--- src/thlr_pkg.sv ---
// Shared types and constants for the thick line rasterizer core.
// Depends on nothing; used by thick_line_rasterizer_core.
`default_nettype none

package thlr_pkg;

  // Default parameter values.
  localparam int COORD_BITS_DEF    = 12;
  localparam int MAX_THICKNESS_DEF = 7;

  // Field widths fixed by the register map and the memory format.
  localparam int CFG_IDX_W  = 3;
  localparam int CFG_DATA_W = 14;
  localparam int DIM_W      = 12;
  localparam int PITCH_W    = 14;
  localparam int CHAN_W     = 3;
  localparam int THICK_W    = 3;
  localparam int OFF_W      = 3;
  localparam int ADDR_W     = 24;
  localparam int COLOUR_W   = 2;

  // Register indexes on the configuration port.
  localparam logic [CFG_IDX_W-1:0] CFG_IMAGE_WIDTH   = 3'd0;
  localparam logic [CFG_IDX_W-1:0] CFG_IMAGE_HEIGHT  = 3'd1;
  localparam logic [CFG_IDX_W-1:0] CFG_ROW_PITCH     = 3'd2;
  localparam logic [CFG_IDX_W-1:0] CFG_CHANNEL_COUNT = 3'd3;
  localparam logic [CFG_IDX_W-1:0] CFG_THICKNESS     = 3'd4;

  // Register reset values.
  localparam logic [DIM_W-1:0]   RST_IMAGE_WIDTH   = 12'd1024;
  localparam logic [DIM_W-1:0]   RST_IMAGE_HEIGHT  = 12'd1024;
  localparam logic [PITCH_W-1:0] RST_ROW_PITCH     = 14'd4096;
  localparam logic [CHAN_W-1:0]  RST_CHANNEL_COUNT = 3'd4;
  localparam logic [THICK_W-1:0] RST_THICKNESS     = 3'd3;

  // Pixel format: four bytes per pixel, at most three colour bytes, alpha in byte 3.
  localparam logic [CHAN_W-1:0]   BYTES_PER_PIXEL = 3'd4;
  localparam logic [COLOUR_W-1:0] MAX_COLOUR      = 2'd3;

  // Request codes.
  localparam logic REQ_START = 1'b0;
  localparam logic REQ_STEP  = 1'b1;

  typedef enum logic [1:0] {
    ST_IDLE,
    ST_STAMP,
    ST_NOLINE
  } thlr_state_t;

endpackage

`default_nettype wire

--- src/thick_line_rasterizer_core.sv ---
// Thick line rasterizer: Bresenham walker that stamps a square brush per step.
// Depends on thlr_pkg for constants, register indexes and the state type.
`default_nettype none

// Channel   Handshake              Direction  Payload
// in_       in_valid / in_stall    input      req_type, start_x, start_y, end_x, end_y
// out_      out_valid / out_stall  output     pixel_x/y, byte_address, enables, flags
// cfg_      cfg_valid / cfg_ready  input      cfg_index, cfg_data
//
// A start transfer gives no result. A step transfer with a line active gives (2*h+1)^2
// results (h = thickness/2): after the accept, one brush position per cycle, while the
// output does not stall, through the shared clip and address unit, which is the limit.
// The default thickness 3 gives h = 1. A step with no line gives one idle result.
// Reset is synchronous and active low; it restores the register defaults and drops
// any line. A stall on the output holds the result register and freezes the walk.

module thick_line_rasterizer_core #(
  parameter int COORD_BITS    = thlr_pkg::COORD_BITS_DEF,
  parameter int MAX_THICKNESS = thlr_pkg::MAX_THICKNESS_DEF
) (
  input  wire                                   clk,
  input  wire                                   rst_n,
  // Configuration writes.
  input  wire                                   cfg_valid,
  output logic                                  cfg_ready,
  input  wire  [thlr_pkg::CFG_IDX_W-1:0]        cfg_index,
  input  wire  [thlr_pkg::CFG_DATA_W-1:0]       cfg_data,
  // Requests.
  input  wire                                   in_valid,
  output logic                                  in_stall,
  input  wire                                   in_req_type,
  input  wire  signed [COORD_BITS-1:0]          in_start_x,
  input  wire  signed [COORD_BITS-1:0]          in_start_y,
  input  wire  signed [COORD_BITS-1:0]          in_end_x,
  input  wire  signed [COORD_BITS-1:0]          in_end_y,
  // Brush positions.
  output logic                                  out_valid,
  input  wire                                   out_stall,
  output logic signed [COORD_BITS:0]            out_pixel_x,
  output logic signed [COORD_BITS:0]            out_pixel_y,
  output logic [thlr_pkg::ADDR_W-1:0]           out_byte_address,
  output logic                                  out_write_enable,
  output logic [thlr_pkg::COLOUR_W-1:0]         out_colour_channels,
  output logic                                  out_write_alpha,
  output logic                                  out_last_of_step,
  output logic                                  out_line_done
);

  // Pixel coordinate width, the width used for clip compares, and the delta and
  // error widths of the walker.
  localparam int PW     = COORD_BITS + 1;
  localparam int CW     = ((PW > thlr_pkg::DIM_W) ? PW : thlr_pkg::DIM_W) + 1;
  localparam int DW     = COORD_BITS + 1;
  localparam int EW     = COORD_BITS + 3;
  localparam int PROD_W = CW + thlr_pkg::PITCH_W;
  localparam logic [thlr_pkg::THICK_W-1:0] THICK_MAX = thlr_pkg::THICK_W'(MAX_THICKNESS);

  // Configuration registers.
  logic [thlr_pkg::DIM_W-1:0]   cfg_width_r;
  logic [thlr_pkg::DIM_W-1:0]   cfg_height_r;
  logic [thlr_pkg::PITCH_W-1:0] cfg_pitch_r;
  logic [thlr_pkg::CHAN_W-1:0]  cfg_chan_r;
  logic [thlr_pkg::THICK_W-1:0] cfg_thick_r;

  // Walker state.
  logic signed [COORD_BITS-1:0] cur_x_r, cur_y_r, goal_x_r, goal_y_r;
  logic [DW-1:0]                delta_x_r, delta_y_r;
  logic                         step_x_neg_r, step_y_neg_r;
  logic signed [EW-1:0]         err_r;
  logic                         line_active_r;

  // Sequencer state: brush offsets, half width and end-point flag of this step.
  thlr_pkg::thlr_state_t        state_r, state_nxt;
  logic signed [thlr_pkg::OFF_W-1:0] ox_r, oy_r;
  logic [1:0]                   h_r;
  logic                         done_r;

  // Result register.
  logic                         out_valid_r;

  // Sequencer controls.
  logic in_accept, out_free, emit_stamp, emit_idle, last_pos;

  assign cfg_ready = 1'b1;
  assign in_accept = in_valid && !in_stall;
  assign out_free  = !out_valid_r || !out_stall;
  assign out_valid = out_valid_r;

  // ---------------------------------------------------------------------------
  // Start arithmetic: absolute deltas, step directions and initial error.
  // ---------------------------------------------------------------------------
  logic signed [PW-1:0] diff_x, diff_y;
  logic [DW-1:0]        abs_x, abs_y;
  logic signed [EW-1:0] err_start;

  always_comb begin
    diff_x    = PW'(in_end_x) - PW'(in_start_x);
    diff_y    = PW'(in_end_y) - PW'(in_start_y);
    abs_x     = diff_x[PW-1] ? DW'(-diff_x) : DW'(diff_x);
    abs_y     = diff_y[PW-1] ? DW'(-diff_y) : DW'(diff_y);
    err_start = $signed(EW'(abs_x)) - $signed(EW'(abs_y));
  end

  // Brush half width from the saturated thickness.
  logic [thlr_pkg::THICK_W-1:0]      thick_sat;
  logic signed [thlr_pkg::OFF_W-1:0] h_s;

  always_comb begin
    thick_sat = (cfg_thick_r > THICK_MAX) ? THICK_MAX : cfg_thick_r;
    h_s       = $signed({1'b0, h_r});
  end

  // ---------------------------------------------------------------------------
  // Shared position unit: brush position, clip test and byte address.
  // ---------------------------------------------------------------------------
  logic signed [PW-1:0] px, py;
  logic [CW-1:0]        px_u, py_u;
  logic                 in_image;
  logic [PROD_W-1:0]    addr_full;
  logic [thlr_pkg::COLOUR_W-1:0] colours;
  logic                 alpha;

  always_comb begin
    px       = PW'(cur_x_r) + PW'(ox_r);
    py       = PW'(cur_y_r) + PW'(oy_r);
    px_u     = CW'($unsigned(px));
    py_u     = CW'($unsigned(py));
    in_image = !px[PW-1] && !py[PW-1] &&
               (px_u < CW'(cfg_width_r)) && (py_u < CW'(cfg_height_r));
    addr_full = PROD_W'(py_u) * PROD_W'(cfg_pitch_r) + (PROD_W'(px_u) << 2);
    colours = (cfg_chan_r < 3'(thlr_pkg::MAX_COLOUR)) ? cfg_chan_r[1:0]
                                                       : thlr_pkg::MAX_COLOUR;
    alpha   = (cfg_chan_r >= thlr_pkg::BYTES_PER_PIXEL);
    last_pos = (ox_r == h_s) && (oy_r == h_s);
  end

  // ---------------------------------------------------------------------------
  // Bresenham advance, applied with the final brush position of a step.
  // ---------------------------------------------------------------------------
  logic signed [EW:0]   e2, dx_s, dy_s, err_sum;
  logic                 move_x, move_y;

  always_comb begin
    e2      = $signed({err_r, 1'b0});
    dx_s    = $signed((EW + 1)'(delta_x_r));
    dy_s    = $signed((EW + 1)'(delta_y_r));
    move_x  = e2 > -dy_s;
    move_y  = e2 < dx_s;
    err_sum = (EW + 1)'(err_r) - (move_x ? dy_s : '0) + (move_y ? dx_s : '0);
  end

  // ---------------------------------------------------------------------------
  // Sequencer: next state.
  // ---------------------------------------------------------------------------
  always_comb begin
    state_nxt = state_r;
    unique case (state_r)
      thlr_pkg::ST_IDLE: begin
        if (in_accept && in_req_type == thlr_pkg::REQ_STEP) begin
          state_nxt = line_active_r ? thlr_pkg::ST_STAMP : thlr_pkg::ST_NOLINE;
        end
      end
      thlr_pkg::ST_STAMP: begin
        if (out_free && last_pos) begin
          state_nxt = thlr_pkg::ST_IDLE;
        end
      end
      thlr_pkg::ST_NOLINE: begin
        if (out_free) begin
          state_nxt = thlr_pkg::ST_IDLE;
        end
      end
      default: state_nxt = thlr_pkg::ST_IDLE;
    endcase
  end

  // Sequencer: outputs.
  always_comb begin
    in_stall   = 1'b1;
    emit_stamp = 1'b0;
    emit_idle  = 1'b0;
    unique case (state_r)
      thlr_pkg::ST_IDLE:   in_stall   = 1'b0;
      thlr_pkg::ST_STAMP:  emit_stamp = out_free;
      thlr_pkg::ST_NOLINE: emit_idle  = out_free;
      default:             in_stall   = 1'b1;
    endcase
  end

  // ---------------------------------------------------------------------------
  // Registers.
  // ---------------------------------------------------------------------------
  always_ff @(posedge clk) begin
    if (!rst_n) begin
      state_r       <= thlr_pkg::ST_IDLE;
      out_valid_r   <= 1'b0;
      line_active_r <= 1'b0;
      cfg_width_r   <= thlr_pkg::RST_IMAGE_WIDTH;
      cfg_height_r  <= thlr_pkg::RST_IMAGE_HEIGHT;
      cfg_pitch_r   <= thlr_pkg::RST_ROW_PITCH;
      cfg_chan_r    <= thlr_pkg::RST_CHANNEL_COUNT;
      cfg_thick_r   <= thlr_pkg::RST_THICKNESS;
      cur_x_r       <= '0;
      cur_y_r       <= '0;
      goal_x_r      <= '0;
      goal_y_r      <= '0;
      delta_x_r     <= '0;
      delta_y_r     <= '0;
      step_x_neg_r  <= 1'b0;
      step_y_neg_r  <= 1'b0;
      err_r         <= '0;
    end else begin
      state_r <= state_nxt;

      if (cfg_valid && cfg_ready) begin
        unique case (cfg_index)
          thlr_pkg::CFG_IMAGE_WIDTH:   cfg_width_r  <= cfg_data[thlr_pkg::DIM_W-1:0];
          thlr_pkg::CFG_IMAGE_HEIGHT:  cfg_height_r <= cfg_data[thlr_pkg::DIM_W-1:0];
          thlr_pkg::CFG_ROW_PITCH:     cfg_pitch_r  <= cfg_data[thlr_pkg::PITCH_W-1:0];
          thlr_pkg::CFG_CHANNEL_COUNT: cfg_chan_r   <= cfg_data[thlr_pkg::CHAN_W-1:0];
          thlr_pkg::CFG_THICKNESS:     cfg_thick_r  <= cfg_data[thlr_pkg::THICK_W-1:0];
          default: ;
        endcase
      end

      // A start replaces any line in progress.
      if (in_accept && in_req_type == thlr_pkg::REQ_START) begin
        cur_x_r       <= in_start_x;
        cur_y_r       <= in_start_y;
        goal_x_r      <= in_end_x;
        goal_y_r      <= in_end_y;
        delta_x_r     <= abs_x;
        delta_y_r     <= abs_y;
        step_x_neg_r  <= !(in_start_x < in_end_x);
        step_y_neg_r  <= !(in_start_y < in_end_y);
        err_r         <= err_start;
        line_active_r <= 1'b1;
      end

      // After the final position the line either ends or takes one step.
      if (emit_stamp && last_pos) begin
        if (done_r) begin
          line_active_r <= 1'b0;
        end else begin
          err_r <= EW'(err_sum);
          if (move_x) begin
            cur_x_r <= step_x_neg_r ? cur_x_r - 1'b1 : cur_x_r + 1'b1;
          end
          if (move_y) begin
            cur_y_r <= step_y_neg_r ? cur_y_r - 1'b1 : cur_y_r + 1'b1;
          end
        end
      end

      if (emit_stamp || emit_idle) begin
        out_valid_r <= 1'b1;
      end else if (!out_stall) begin
        out_valid_r <= 1'b0;
      end
    end
  end

  // Brush walk counters and the end-point flag; no reset needed.
  always_ff @(posedge clk) begin
    if (in_accept && in_req_type == thlr_pkg::REQ_STEP) begin
      h_r    <= thick_sat[2:1];
      ox_r   <= -$signed({1'b0, thick_sat[2:1]});
      oy_r   <= -$signed({1'b0, thick_sat[2:1]});
      done_r <= (cur_x_r == goal_x_r) && (cur_y_r == goal_y_r);
    end else if (emit_stamp) begin
      if (ox_r == h_s) begin
        ox_r <= -h_s;
        oy_r <= oy_r + 1'b1;
      end else begin
        ox_r <= ox_r + 1'b1;
      end
    end
  end

  // Result payload register.
  always_ff @(posedge clk) begin
    if (emit_stamp) begin
      out_pixel_x         <= px;
      out_pixel_y         <= py;
      out_byte_address    <= in_image ? addr_full[thlr_pkg::ADDR_W-1:0] : '0;
      out_write_enable    <= in_image;
      out_colour_channels <= in_image ? colours : '0;
      out_write_alpha     <= in_image && alpha;
      out_last_of_step    <= last_pos;
      out_line_done       <= done_r;
    end else if (emit_idle) begin
      out_pixel_x         <= '0;
      out_pixel_y         <= '0;
      out_byte_address    <= '0;
      out_write_enable    <= 1'b0;
      out_colour_channels <= '0;
      out_write_alpha     <= 1'b0;
      out_last_of_step    <= 1'b0;
      out_line_done       <= 1'b0;
    end
  end

  // ---------------------------------------------------------------------------
  // Assertions.
  // ---------------------------------------------------------------------------
  a_offsets_in_brush: assert property (@(posedge clk) disable iff (!rst_n)
    (state_r == thlr_pkg::ST_STAMP) |->
      (ox_r >= -h_s && ox_r <= h_s && oy_r >= -h_s && oy_r <= h_s))
    else $error("brush offset outside the brush");

  a_start_arms_line: assert property (@(posedge clk) disable iff (!rst_n)
    (in_accept && in_req_type == thlr_pkg::REQ_START) |=>
      (line_active_r && state_r == thlr_pkg::ST_IDLE))
    else $error("start transfer did not arm the line");

  a_line_ends_on_done: assert property (@(posedge clk) disable iff (!rst_n)
    ($fell(line_active_r) && $past(rst_n)) |->
      $past(state_r == thlr_pkg::ST_STAMP && done_r))
    else $error("line dropped outside the end-point step");

  a_noline_only_idle: assert property (@(posedge clk) disable iff (!rst_n)
    (state_r == thlr_pkg::ST_NOLINE) |-> !line_active_r)
    else $error("idle result issued while a line is active");

endmodule

`default_nettype wire
--- config.mk ---
export PLATFORM = sky130hd
export DESIGN_NAME = thick_line_rasterizer_core
export DESIGN_NICKNAME = d
export VERILOG_FILES = /design/src/thlr_pkg.sv /design/src/thick_line_rasterizer_core.sv
export SDC_FILE = /design/constraint.sdc
export NUM_CORES = 1
export LEC_CHECK = 0
export BUFFER_PORTS_ARGS = -buffer_cell sky130_fd_sc_hd__buf_2
export CORE_MARGIN = 2
export CORE_UTILIZATION = 30
export CTS_BUF_LIST = sky130_fd_sc_hd__clkbuf_8
export DETAILED_ROUTE_END_ITERATION = 8
export PLACE_DENSITY = 0.52
export SYNTH_ARGS = -nofsm -noshare
export SYNTH_HDL_FRONTEND = slang
export SYNTH_SLANG_ARGS = --single-unit
export TNS_END_PERCENT = 5
--- constraint.sdc ---
create_clock -name clk -period 22.2 [get_ports clk]
set_input_delay 1.11 -clock clk [delete_from_list [all_inputs] [get_ports clk]]
set_output_delay 1.11 -clock clk [all_outputs]
set_load 0.005 [all_outputs]
==> metrics.csv, run 1 <==
metric,value,unit
status,"complete, no violations",
worstPathRequired,22650,ps
die_width,266,um
fp-row-count,96,
crit_fanout,14,
grt_max_degree,104,
fin_skew,34.7,ps
grt_pass1_vias,16800,
vias_per_cell,4.87,
h-tree-depth,2,
seq_area,0.00473,sq mm
slowest_stage,edfxtp_1,
setup_viol,0,
multiInputGateArea,0.0143,sq mm
grt_overflow,0,
gr-usage-all-layers,0.164,
fmax,0.117,GHz
layout_commonest_cell,nand2_1,
vias,16900,
drt-initial-drc-count,859,
rsz0062_at_grt,false,
drv_cap,0,
end_kind,flop,
hold_buffers,0,
areaGrowthSynthToFinish,11.8,%
finalCoreUtilization,0.337,
synth_cells,2441,
irDropWorstVdd,0.0401,mV
n_fill_cell,7088,
cpMostUsedCell,fa_1,
post-place-ws,13740,ps
hp-class,reg2reg,
postCtsResizedCells,0,
cts_buffers,40,
drive_gt1_frac,0.0965,
timing_worst_setup_path_type,reg2reg,
cts_setup_buffers,0,
clockBufferDepth,3,
routabilityCongestion,0.824,
holdWs,454,ps
synth_edf_count,65,
critPathArrivalTime,8970,ps
routed_wl,58100,um
die-area,0.0708,sq mm
wl_per_cell,16.8,um
die_y,266,um
dpl.hpwl,45500,um
layout_min_cycle_time,8520,ps
drc,0,
critPathMaxStageDelay,590,ps
synth_warnings,0,
io_buffers,128,
drtAntennaViolNets,0,
synth_top_flop_cell,dfxtp_1,
final_nets,3005,
cp_top_family,adder cells,
netlist_area,0.0206,sq mm
dr.pass1.iters,7,
hold_viol,0,
worst_setup_path_start_kind,flop,
slew_violations,0,
clkTransAtPathRegs,60,ps
synth_area_per_cell,8.44,sq um
grt_pass1_wl,91700,um
finalCritPeriodShare,0.384,
worst_skew_pair.late_latency,610,ps
powerDensity,70.0,mW/mm^2
slew_headroom,0.287,
initial_core_util,0.302,
cts_sinks,204,
fin_ws,13680,ps
ios,130,
ys_types,71,
antenna_found_initial,7,
syn_nets,2897,
ys_seq_area_frac,0.230,
worst_slew_pin_slew,1070,ps
path_buf_inv,3,
most-common-layout-cells,"nand2_1 (356), inv_1 (332), ha_1 (224)",
final.setup.tns,0,ps
p_leak,10.5,nW
cts_tree,done,
fin_total_pwr,1.61,mW
synthArstFlopShare,0,
coreArea,0.0683,sq mm
ys_ff_latch,204,
root_buffer,clkbuf_8,
==> cell families after synthesis <==
kind of cell,synth area share
other,0.000182
AO/OA/AOI/OAI,0.143
buffers and inverters,0.0760
adder cells (fa/ha/maj),0.292
multiplexers,0.00540
flip-flops,0.230
XOR/XNOR,0.0644
AND/OR/NAND/NOR,0.189
==> flip-flops by register name, indices dropped and copies added, names as in the netlist, 3 cells and up <==
signal,cells
cfg_chan_r,3
cfg_height_r,12
cfg_pitch_r,14
cfg_thick_r,3
cfg_width_r,12
cur_x_r,12
cur_y_r,12
delta_x_r,13
delta_y_r,13
err_r,15
goal_x_r,12
goal_y_r,12
out_byte_address,24
out_pixel_x,13
out_pixel_y,13
ox_r,3
oy_r,3
==> report_power, final <==
group          internal (mW)  switching (mW)  leakage (nW)
clock network          0.213           0.179         0.469
logic                  0.323           0.460          8.31
registers              0.410          0.0270          1.69
total                  0.946           0.667          10.5
==> per-stage QoR <==
stage | instances | area [sq um]
after floorplan | 2441 | 20600
after global placement | 3389 | 22200
after detailed placement | 3389 | 22200
after CTS | 3463 | 23000
after global routing | 3465 | 23000
final | 3466 | 23000
==> worst register-to-register path, cell delays in order (launching register included) <==
cell      delay, ps
edfxtp_1        590
ha_1            400
a21oi_1         200
o21ai_0         170
o311ai_0        380
nand3_1         170
o41ai_1         560
xnor2_1         190
buf_4           230
and2_1          180
fa_1            450
fa_1            530
fa_1            520
fa_1            510
fa_1            540
inv_1            50
fa_1            490
inv_1            40
ha_1            360
a21oi_1         220
a21o_1          130
nand2_1          70
and2_1          150
a311oi_1        400
a211o_1         210
xnor2_1         130
xnor3_1         410
nor2_1           90
==> per-layer routing <==
| layer | wire length [um] | part of all wire | vias up | track usage |
|---|---|---|---|---|
| met1 | 27100 | 0.47 | 8001 | 0.219 |
| met2 | 26200 | 0.45 | 383 | 0.266 |
| met3 | 2690 | 0.046 | 106 | 0.0257 |
| li1 | - | - | 8371 | - |
| met4 | 2100 | 0.036 | 8 | 0.0638 |
| met5 | 53 | 0.00091 | - | 0 |
==> area by class of cell <==
class                           count  share of cell area
Sequential cell                   204               0.205
Antenna cell                        3            0.000326
Inverter                          321              0.0523
Clock inverter                     25             0.00624
Tap cell                          882              0.0479
Multi-Input combinational cell   1827               0.622
Clock buffer                       49              0.0293
Timing Repair Buffer              155              0.0366
==> worst paths after layout <==
check             cells after the start             from                    to  slack [ps]
hold / removal                        2  cfg_width_r[11]       cfg_width_r[11]         450
setup / recovery                     27          oy_r[2]  out_byte_address[23]       13680
setup reg to reg                     27          oy_r[2]  out_byte_address[23]       13680
hold reg to reg                       2  cfg_width_r[11]       cfg_width_r[11]         450
==> cells in the mapped netlist, types with 76 or more instances <==
cell type | n | share of area
dfxtp_1 | 139 | 0.14
and2_1 | 96 | 0.029
fa_1 | 161 | 0.16
inv_1 | 321 | 0.058
a21oi_1 | 154 | 0.037
nand2_1 | 356 | 0.065
ha_1 | 224 | 0.14
xnor2_1 | 84 | 0.036
clkbuf_1 | 76 | 0.014
nor2_1 | 153 | 0.028
Power figures use the tool's default switching activity.
==> inputs of run 2 (changes only) <==
clock period = 7.9 ns   (was 22.2 ns; I/O delays follow)
==> metrics.csv, run 2 (synthesis gave the netlist of run 1 again) <==
metric,value,unit
status,"complete, no violations",
slowest_stage,a2111oi_1,
fin_skew,48.9,ps
worst_setup_path_start_kind,flop,
grt_overflow,0,
wl_per_cell,17.0,um
die_y,266,um
antenna_found_initial,4,
stdcell_area,0.0236,sq mm
slew_violations,0,
drt-initial-drc-count,959,
worst_skew_pair.late_latency,630,ps
vias_per_cell,4.92,
grt_max_degree,105,
root_buffer,clkbuf_8,
holdPathStages,3,
gr-usage-all-layers,0.170,
r2r_cells,27,
critPathArrivalTime,8020,ps
cpMostUsedCell,ha_1,
fmax,0.131,GHz
end_kind,flop,
io_buffers,128,
worst_slew_pin_slew,1100,ps
drc,0,
grt_pass1_wl,95300,um
p_leak,10.7,nW
routabilityCongestion,0.861,
cts_buffers,42,
drive_gt1_frac,0.112,
clkTransAtPathRegs,60,ps
drv_cap,0,
irDropWorstVdd,0.115,mV
placed_area,0.0224,sq mm
routed_wl,59400,um
slew_headroom,0.265,
ios,130,
cts_tree,done,
drtAntennaViolNets,0,
holdWs,37.5,ps
grt_pass1_vias,17600,
post-place-ws,-363,ps
critPathMaxStageDelay,770,ps
fp-row-count,96,
fin_ws,239,ps
setup_viol,0,
die_width,266,um
largest_register_ffs,24,
rsz0062_at_grt,true,
top_regs,"out_byte_address x24, err_r x15, cfg_pitch_r x14",
hp-class,in2reg,
h-tree-depth,2,
vias,17200,
crit_fanout,9,
layout_min_cycle_time,7660,ps
final.setup.tns,0,ps
timing_worst_setup_path_type,reg2reg,
finalCritPeriodShare,0.970,
coreArea,0.0683,sq mm
layout_commonest_cell,nand2_1,
regMostFlops,out_byte_address,
powerDensity,205,mW/mm^2
initial_core_util,0.302,
most-common-layout-cells,"nand2_1 (356), inv_1 (330), ha_1 (223)",
final_nets,3033,
cts_sinks,204,
dr.pass1.iters,5,
areaGrowthSynthToFinish,14.3,%
clockBufferDepth,3,
hold_viol,0,
worstPathRequired,8260,ps
die-area,0.0708,sq mm
dpl.hpwl,46700,um
run 2: cell count changes in the layout (fill, tap and decap cells not counted), sizes merged, moves of 2 or more:
cell and delta:
buf +22, bufinv +7, dlygate4sd3 +4, clkbuf -3, inv -2
run 2: final cells by class:
class	count	area, sq um
Fill cell	7075	44800
Multi-Input combinational cell	1827	14500
Sequential cell	204	4730
Inverter	321	1210
Tap cell	882	1100
Timing Repair Buffer	181	1060
Clock buffer	46	633
Clock inverter	28	342
Antenna cell	4	10.0
run 2: worst max-delay path: cells and delay by family, from the launching register on:
family / cells / cell delay, ps
compound gates: 8 / 1910
fa+ha+maj: 8 / 3010
buf+inv: 6 / 800
simple gates: 3 / 650
xor+xnor: 2 / 610
flops: 1 / 400
run 2: worst paths after layout:
check                      start                    to  slack (ps)
hold / removal       in_end_y[3]           goal_y_r[3]          40
setup reg to reg         oy_r[1]  out_byte_address[16]         240
setup / recovery         oy_r[1]  out_byte_address[16]         240
hold reg to reg   cfg_width_r[7]        cfg_width_r[7]         460
run 2: timing repair:
| action | in CTS | in global routing |
|---|---|---|
| cloned | 0 | 0 |
| hold buffers | 4 | 0 |
| endpoints found under the hold margin | 4 | 0 |
| setup buffers | 0 | 3 |
| setup endpoints to repair | 7 | 8 |
| gates resized for setup | 5 | 27 |
| pin swaps | 0 | 6 |
run 2: power by group:
group          internal [mW]  switching [mW]
clock network          0.801           0.528
logic                  0.945            1.32
registers               1.15          0.0744
run 2: per-layer routing:
| metal | track usage | up-vias | routed length, um |
|---|---|---|---|
| li1 | - | 8426 | - |
| met1 | 0.224 | 8227 | 27300 |
| met2 | 0.273 | 426 | 26500 |
| met3 | 0.0273 | 118 | 2860 |
| met4 | 0.0797 | 4 | 2710 |
| met5 | 0 | - | 27 |
run 2: through the flow:
stage               cells  utilization  power, mW
detailed placement   3408        0.327       3.48
CTS                  3486        0.343       4.85
global placement     3408        0.327       3.44
floorplan            2441            -       2.87
finish               3493        0.345       4.82
global route         3491        0.345       5.21
